### src/hdl/bellman_ford_shortest_paths_unit_macros.svh
// Assertion macros shared by the shortest-path unit.
// Expects clk and arst_n in the scope of each use; no other dependencies.
`ifndef BELLMAN_FORD_SHORTEST_PATHS_UNIT_MACROS_SVH
`define BELLMAN_FORD_SHORTEST_PATHS_UNIT_MACROS_SVH

// The consequent must hold in the same cycle as the antecedent.
`define BFSP_ASSERT_SAME(label, ante, cons, msg) \
	label: assert property (@(posedge clk) disable iff (!arst_n) (ante) |-> (cons)) \
		else $error(msg);

// The consequent must hold in the cycle after the antecedent.
`define BFSP_ASSERT_NEXT(label, ante, cons, msg) \
	label: assert property (@(posedge clk) disable iff (!arst_n) (ante) |=> (cons)) \
		else $error(msg);

`endif

### src/hdl/bfsp_pkg.sv
// Shared types and constants of the shortest-path unit.
// Used by the controller, the datapath and the top level; depends on nothing.
package bfsp_pkg;

	localparam int W_MODE = 2;
	localparam int W_VTX = 6;
	localparam int W_NV = 7;
	localparam int W_WEIGHT = 16;
	localparam int W_DIST = 32;
	localparam int W_OUT_DIST = 22;
	localparam int W_EDGE = 2 * W_VTX + W_WEIGHT;

	localparam logic [W_MODE-1:0] MODE_LOAD = 2'd0;
	localparam logic [W_MODE-1:0] MODE_RUN = 2'd1;
	localparam logic [W_MODE-1:0] MODE_CLEAR = 2'd2;

	localparam logic [W_NV-1:0] NV_RESET = 7'd64;

	localparam logic signed [W_DIST-1:0] DIST_MAX = 32'sh7FFF_FFFF;
	localparam logic signed [W_DIST-1:0] DIST_MIN = 32'sh8000_0000;
	localparam logic signed [W_DIST-1:0] OUT_MAX = 32'sd2097151;
	localparam logic signed [W_DIST-1:0] OUT_MIN = -32'sd2097152;

	typedef enum logic [3:0] {
		ST_IDLE,
		ST_INIT,
		ST_PASS_START,
		ST_EDGE_RD,
		ST_RELAX,
		ST_CHK_START,
		ST_CHK_RD,
		ST_CHK_EVAL,
		ST_EMIT_RD,
		ST_EMIT_OUT,
		ST_EMIT_NEG
	} state_t;

	typedef struct packed {
		logic load_edge;
		logic clear_edges;
		logic run_accept;
		logic run_init;
		logic pass_start;
		logic next_pass;
		logic edge_fetch;
		logic relax_write;
		logic next_edge;
		logic emit_read;
		logic emit_out;
		logic emit_neg;
	} cmd_t;

	typedef struct packed {
		logic no_edges;
		logic passes_done;
		logic last_edge;
		logic relax_hit;
		logic last_vertex;
	} status_t;

endpackage

### src/hdl/bfsp_ctrl.sv
// Controller state machine of the shortest-path unit: sequences loads, relaxation
// passes, the detection pass and the result emission. Depends on bfsp_pkg.
module bfsp_ctrl (
	input  logic                              clk,
	input  logic                              arst_n,
	input  logic                              start,
	input  logic [bfsp_pkg::W_MODE-1:0]       mode,
	input  bfsp_pkg::status_t                 status,
	output logic                              busy,
	output bfsp_pkg::cmd_t                    cmd
);
	import bfsp_pkg::*;

	state_t state_q;
	state_t state_d;

	always_ff @(posedge clk or negedge arst_n) begin
		if (!arst_n) begin
			state_q <= ST_IDLE;
		end else begin
			state_q <= state_d;
		end
	end

	always_comb begin
		state_d = state_q;
		cmd = '0;
		busy = 1'b1;
		unique case (state_q)
			ST_IDLE: begin
				busy = 1'b0;
				if (start) begin
					cmd.load_edge = (mode == MODE_LOAD);
					cmd.clear_edges = (mode == MODE_CLEAR);
					cmd.run_accept = (mode == MODE_RUN);
					if (mode == MODE_RUN) begin
						state_d = ST_INIT;
					end
				end
			end
			ST_INIT: begin
				cmd.run_init = 1'b1;
				state_d = ST_PASS_START;
			end
			ST_PASS_START: begin
				priority if (status.passes_done) begin
					state_d = ST_CHK_START;
				end else if (status.no_edges) begin
					cmd.next_pass = 1'b1;
				end else begin
					cmd.pass_start = 1'b1;
					state_d = ST_EDGE_RD;
				end
			end
			ST_EDGE_RD: begin
				cmd.edge_fetch = 1'b1;
				state_d = ST_RELAX;
			end
			ST_RELAX: begin
				cmd.relax_write = 1'b1;
				if (status.last_edge) begin
					cmd.next_pass = 1'b1;
					state_d = ST_PASS_START;
				end else begin
					cmd.next_edge = 1'b1;
					state_d = ST_EDGE_RD;
				end
			end
			ST_CHK_START: begin
				if (status.no_edges) begin
					state_d = ST_EMIT_RD;
				end else begin
					cmd.pass_start = 1'b1;
					state_d = ST_CHK_RD;
				end
			end
			ST_CHK_RD: begin
				cmd.edge_fetch = 1'b1;
				state_d = ST_CHK_EVAL;
			end
			ST_CHK_EVAL: begin
				priority if (status.relax_hit) begin
					state_d = ST_EMIT_NEG;
				end else if (status.last_edge) begin
					state_d = ST_EMIT_RD;
				end else begin
					cmd.next_edge = 1'b1;
					state_d = ST_CHK_RD;
				end
			end
			ST_EMIT_RD: begin
				cmd.emit_read = 1'b1;
				state_d = ST_EMIT_OUT;
			end
			ST_EMIT_OUT: begin
				cmd.emit_out = 1'b1;
				state_d = status.last_vertex ? ST_IDLE : ST_EMIT_RD;
			end
			ST_EMIT_NEG: begin
				cmd.emit_neg = 1'b1;
				state_d = ST_IDLE;
			end
			default: begin
				state_d = ST_IDLE;
			end
		endcase
	end

endmodule

### config.mk
export PLATFORM = sky130hd
export DESIGN_NAME = bfsp_ctrl
export DESIGN_NICKNAME = d
export VERILOG_FILES = /design/src/hdl/bellman_ford_shortest_paths_unit_macros.svh /design/src/hdl/bfsp_pkg.sv /design/src/hdl/bfsp_ctrl.sv
export SDC_FILE = /design/constraint.sdc
export NUM_CORES = 1
export LEC_CHECK = 0
export BUFFER_PORTS_ARGS = -buffer_cell sky130_fd_sc_hd__clkbuf_2
export CAP_MARGIN = 15
export CORE_AREA = 4 4 41 43
export DETAILED_ROUTE_END_ITERATION = 6
export DIE_AREA = 0 0 45 47
export PLACE_DENSITY = 0.62
export SLEW_MARGIN = 25
export SYNTH_ARGS = -nofsm -noshare
export SYNTH_HDL_FRONTEND = slang
export SYNTH_SLANG_ARGS = --single-unit
### constraint.sdc
create_clock -name clk -period 2.5 [get_ports clk]
set_input_delay 0.375 -clock clk [delete_from_list [all_inputs] [get_ports clk]]
set_output_delay 0.375 -clock clk [all_outputs]
set_load 0.01 [all_outputs]
### Word-level counts from Yosys, hierarchy flattened

Index checks and enable logic that the tools add are counted.

* register bits after elaboration: 4
* bits in latches: 0
* RAM bits: 0
* ROM bits: 0
* input bits: 10
* output and inout port bits: 13
* word-level logic and storage cells: 48
* memories kept: 0

* $add $sub $neg: 0
* multipliers: 0
* divide/modulo/power cells: 0
* $lt $le $gt $ge: 0
* equal/unequal tests: 15
* shift operators: 0
* multiplexer cells: 28
* bitwise gates (word level): 0
* reduce and logical (&&, ||, !) cells: 4

Operators with widths (count)
* one-hot mux 4 bit (10 select lines): 1
* two-way mux 4 bit: 8
* == test 4 x 3 -> 1 bit (second input constant): 4
* two-way mux 1 bit: 13
* == test 4 bit (second input constant): 3
* == test 4 x 2 -> 1 bit (second input constant): 2
* two-way mux 3 bit: 2
* one-hot mux 1 bit (2 select lines): 3
* == test 4 x 1 -> 1 bit (second input constant): 1
* zero test 4 bit: 1
* inequality test 2 bit (second input constant): 2
* inequality test 3 bit (second input constant): 1
* AND reduction 3 bit: 1
* == test 2 x 1 -> 1 bit (second input constant): 1
* == test 2 bit (second input constant): 1
* zero test 2 bit: 1
* two-way mux 2 bit: 1
* OR reduction 2 bit: 1

### Logic depth before layout (Yosys ltp)

* depth after elaboration: 4
* mapped depth: 5
* mapped depth without buffers: 3

### Worst setup path after synthesis

OpenSTA, ideal clock, no wires.

* path kind: register to output
* from: register state_q[0]
* to: output cmd[11] in the netlist's numbering
* data arrival time: 1198 ps
* required time: 2125 ps
* path slack: 927 ps
* stages on the path, launching flop included: 5
* path buffers: 1
* cell sequence: dfrtp_1 -> buf_6 -> nor4_4 -> inv_2 -> nor4b_2

RTL lines
* start, declared: line bfsp_ctrl.sv:14 `state_t state_q;`
* start signal, assigned: line bfsp_ctrl.sv:21 `state_q <= state_d;`
* end, declared: line bfsp_ctrl.sv:10 `output bfsp_pkg::cmd_t cmd`

==> results.md <==
- The flow ran to the end, and the final reports show no timing, DRC or antenna violations.
- The largest registers in the layout are state_q: 4 flops.
- The clock root buffer is sky130_fd_sc_hd__clkbuf_4.
- In this run, CTS created clock tree buffers numbering 3.
- Measured against its own limit, the worst slew margin works out to 0.631.
- The congestion estimate from routability-driven global placement came to 0.759.
- The classification of the worst-slack hold path is primary input to asynchronous set/reset pin.
- The number of diodes is 0.
- Yosys printed 0 warnings.
- The clock period minus worst slack is 2.05 ns.
- The post-route antenna net violation count is 0.
- The initial antenna violation count is 0.
- The synthesized design spends more area on one cell type than any other, namely sky130_fd_sc_hd__dfrtp_1.
- The sequential element share of the synthesized area is 0.206.
- Overall power consumption after layout is estimated at 689 µW.
- The all-layer global routing usage is 0.117.
- The dominant register cell in the synthesized netlist is sky130_fd_sc_hd__dfrtp_1.
- The area share of the largest cell type after synthesis is 0.206.
- The synthesis-to-finish area growth is 23.7%.
- The final-report max-slew violation count was 0.
- The start-to-end type of the worst setup path is flop to output port.
- The latest clock arrival within the worst-skew pair is 0.23 ns.
- Yosys mapped the design onto 33 distinct sky130hd cell types.
- The power density over the cells is 1140 nW/µm².
- The number of flops mapped to enable cells by yosys is 0.
- The remaining global-route overflow is 0.
- The mean instance size in the synthesized netlist is 8.25 µm².
- The maximum root-to-sink buffer count is 2.
- In the final timing run, aggregate negative setup slack is 0 ns.
- The via count of the first global-routing pass was 442.
- Data arrives at the worst endpoint at 1.67 ns.
- The height of the die is 47 µm.
- The share of synthesized registers carrying an async set or reset is 1.00.
- The row count is 13.
- After clock tree synthesis, the clock-pin slew on the worst setup and hold paths is 0.04 ns.
- The number of gates resized after CTS was 0.
- The TritonCTS clock tree is done.
- The clock network fraction of total power is 0.111.
- The total routed wirelength is 1.17 mm.
- The clock arrives with 0.00244 ns of skew.
- For this run, the post-layout net count is 92.
- The kind of end point of the critical path is an output port.
- Of the total power, combinational logic draws 0.554.
- The count of endpoints failing hold in the final timing report came to 0.
- The detailed placement HPWL is 909 µm.
- In this run the number of H-tree levels came out at 1.
- Setup repair after global routing left no endpoint under its margin.
- The floorplan step defined a core boundary enclosing 1300 µm².
- The internal portion of the total power is 344 µW.
- The largest fanout on the critical path is 17.
- The area occupied by registers is 100 µm².
- The share of the core filled with cells in the final layout is 0.463.
- VDD sags by at most 0.562 mV.
- The final cycle utilization of the critical path is 0.820.
- The first-pass GRT wire length is 1.83 mm.
- In this run the tool buffered the top-level ports with 22 buffer cells.
- By area the synthesized netlist is led by sky130_fd_sc_hd__dfrtp_1 21%, sky130_fd_sc_hd__buf_6 6.9%, sky130_fd_sc_hd__nor3_1 6.2%, sky130_fd_sc_hd__nor4b_2 6.2%, sky130_fd_sc_hd__nor4_4 4.4%.
- The number of cells produced by synthesis is 59.
- The full die area is 2120 µm².
- The count of endpoints failing setup in the final report is 0.
- The total net switching power is 344 µW.
- The share of total power dissipated in sequential elements is 0.336.
- The clock net sink count is 4.
- The actual transition at the worst max-transition pin is 0.554 ns.
- The via count normalized by instance count is 5.43.
- The data required time of the critical path is 2.12 ns.
- Before antenna repair, the detailed router went through 2 iterations.
- The sort of element at the start of the critical path is a flop.
- The pin count of the biggest net entering global routing is 18.
- The post-synthesis sequential element count is 4.
- In the final layout, the share of cells above drive strength 1 is 0.388.
- The remaining design rule violation count is 0.
- The register ranked first by flip-flop count is state_q.
- In this run the horizontal extent of the chip is 45 µm.
- The mapped cell area is 487 µm².
- The count of maximum capacitance violations is 0.
- The post-synth net total is 69.
- Of the total power, the share spent switching nets is 0.500.
- The count of boundary I/O pins is 23.
- The initial utilization of the core area, before any placement, comes to 0.374.
- The cell leakage power is 0.000275 µW.
- The register with the most flip-flops in the layout has 4 of them.
- The area taken by multi-input logic gates is 329 µm².
- The routed length per placed instance is 12.3 µm.
- The violation count after the first detailed-routing iteration is 5.
- The count of fill cells added during filler insertion is 143.
- Derived from the worst setup path, the maximum achievable clock frequency is 488 MHz.
- For this block, the via count after detailed routing is 516.
[power groups by stage]
| stage | combinational, µW | sequential, µW | clock, µW |
|---|---|---|---|
| after floorplan | 419 | 133 | 0 |
| after global placement | 378 | 229 | 0 |
| after detailed placement | 384 | 232 | 0 |
| after CTS | 387 | 231 | 80.9 |
| after global routing | 421 | 248 | 87.4 |
| final | 381 | 231 | 76.2 |
[worst paths after layout]
| path | startpoint | endpoint | slack, ns | cells after the start |
|---|---|---|---|---|
| worst max-delay path | state_q[0] | cmd[11] | 0.45 | 4 |
| worst min-delay path | arst_n | state_q[0] | 0.48 | 2 |
| worst max register to register | state_q[0] | state_q[0] | 1.14 | 3 |
| worst min register to register | state_q[3] | state_q[2] | 0.71 | 1 |
| max in group asynchronous | arst_n | state_q[3] | 1.90 | 2 |
| min in group clk | status[0] | state_q[3] | 0.50 | 3 |
[stage by stage]
step	cells	area [µm²]	setup slack [ns]	hold slack, ns
3_5_place_dp	91	569	0.670	0.185
3_3_place_gp	91	569	0.739	0.184
6_report	95	602	0.450	0.481
5_1_grt	95	602	0.349	0.495
2_1_floorplan	59	487	0.927	0.0794
4_1_cts	95	602	0.417	0.473
[cell type report]
type / count / area share
timing repair buffer: 23 / 0.200
tap: 15 / 0.0312
multi-input combinational: 47 / 0.547
sequential: 4 / 0.166
clock buffer: 3 / 0.0374
inverter: 3 / 0.0187
[timing repair]
action,in CTS,in global routing
hold endpoints to repair,4,0
setup buffers,0,0
hold buffers,1,0
[routing by layer]
metal | up-vias | share of wire | GRT usage
met1 | 239 | 0.45 | 0.140
met5 | - | 0 | 0
met3 | 0 | 0.055 | 0.0153
li1 | 264 | - | -
met2 | 13 | 0.50 | 0.198
met4 | 0 | 0 | 0.0702
[synthesized netlist by cell type (all sizes together), types with 2 or more instances]
| library cell | instances |
|---|---|
| a21oi | 4 |
| and2b | 2 |
| buf | 5 |
| dfrtp | 4 |
| inv | 3 |
| nand2 | 2 |
| nand3 | 2 |
| nor2 | 5 |
| nor2b | 2 |
| nor3 | 6 |
| nor3b | 3 |
| nor4b | 3 |
| o21ai | 3 |
| or2b | 2 |
[cells by family (layout without fill, tap and decap cells)]
family,after synthesis,count (layout),share of synthesized area
compound gates,15,15,0.206
simple gates,31,31,0.452
flops,4,4,0.206
xor+xnor,1,1,0.0180
buf+inv,8,29,0.118
[worst max-delay path, stage by stage (launching register included)]
cell                       delay [ns]
sky130_fd_sc_hd__dfrtp_1         0.57
sky130_fd_sc_hd__nor4_4          0.40
sky130_fd_sc_hd__inv_2           0.08
sky130_fd_sc_hd__nor4b_2         0.21
sky130_fd_sc_hd__clkbuf_2        0.17
[cells in the final DEF, fill, tap and decap left out]
cell / count
sky130_fd_sc_hd__o221ai_1: 1
sky130_fd_sc_hd__a2bb2oi_1: 1
sky130_fd_sc_hd__o22ai_1: 1
sky130_fd_sc_hd__o31ai_1: 1
sky130_fd_sc_hd__nor4_4: 1
sky130_fd_sc_hd__inv_1: 2
sky130_fd_sc_hd__and2b_1: 2
sky130_fd_sc_hd__nor4b_2: 2
sky130_fd_sc_hd__nand3_1: 2
sky130_fd_sc_hd__a21oi_1: 4
sky130_fd_sc_hd__or2_2: 1
sky130_fd_sc_hd__o21ai_0: 1
sky130_fd_sc_hd__dlygate4sd3_1: 1
sky130_fd_sc_hd__inv_2: 1
sky130_fd_sc_hd__nand3b_1: 1
sky130_fd_sc_hd__a22o_1: 1
sky130_fd_sc_hd__nor2b_1: 2
sky130_fd_sc_hd__o211a_1: 1
sky130_fd_sc_hd__nand2_1: 2
sky130_fd_sc_hd__a41oi_1: 1
sky130_fd_sc_hd__clkbuf_2: 22
sky130_fd_sc_hd__and4b_1: 1
sky130_fd_sc_hd__nor2_1: 5
sky130_fd_sc_hd__a31oi_1: 1
sky130_fd_sc_hd__or2b_1: 2
sky130_fd_sc_hd__o21ai_1: 2
sky130_fd_sc_hd__dfrtp_1: 4
sky130_fd_sc_hd__xnor2_1: 1
sky130_fd_sc_hd__nor3_1: 6
sky130_fd_sc_hd__nor3b_1: 2
sky130_fd_sc_hd__clkbuf_4: 3
sky130_fd_sc_hd__nor4b_1: 1
sky130_fd_sc_hd__nor3b_2: 1
Power figures use the tool's default switching activity.
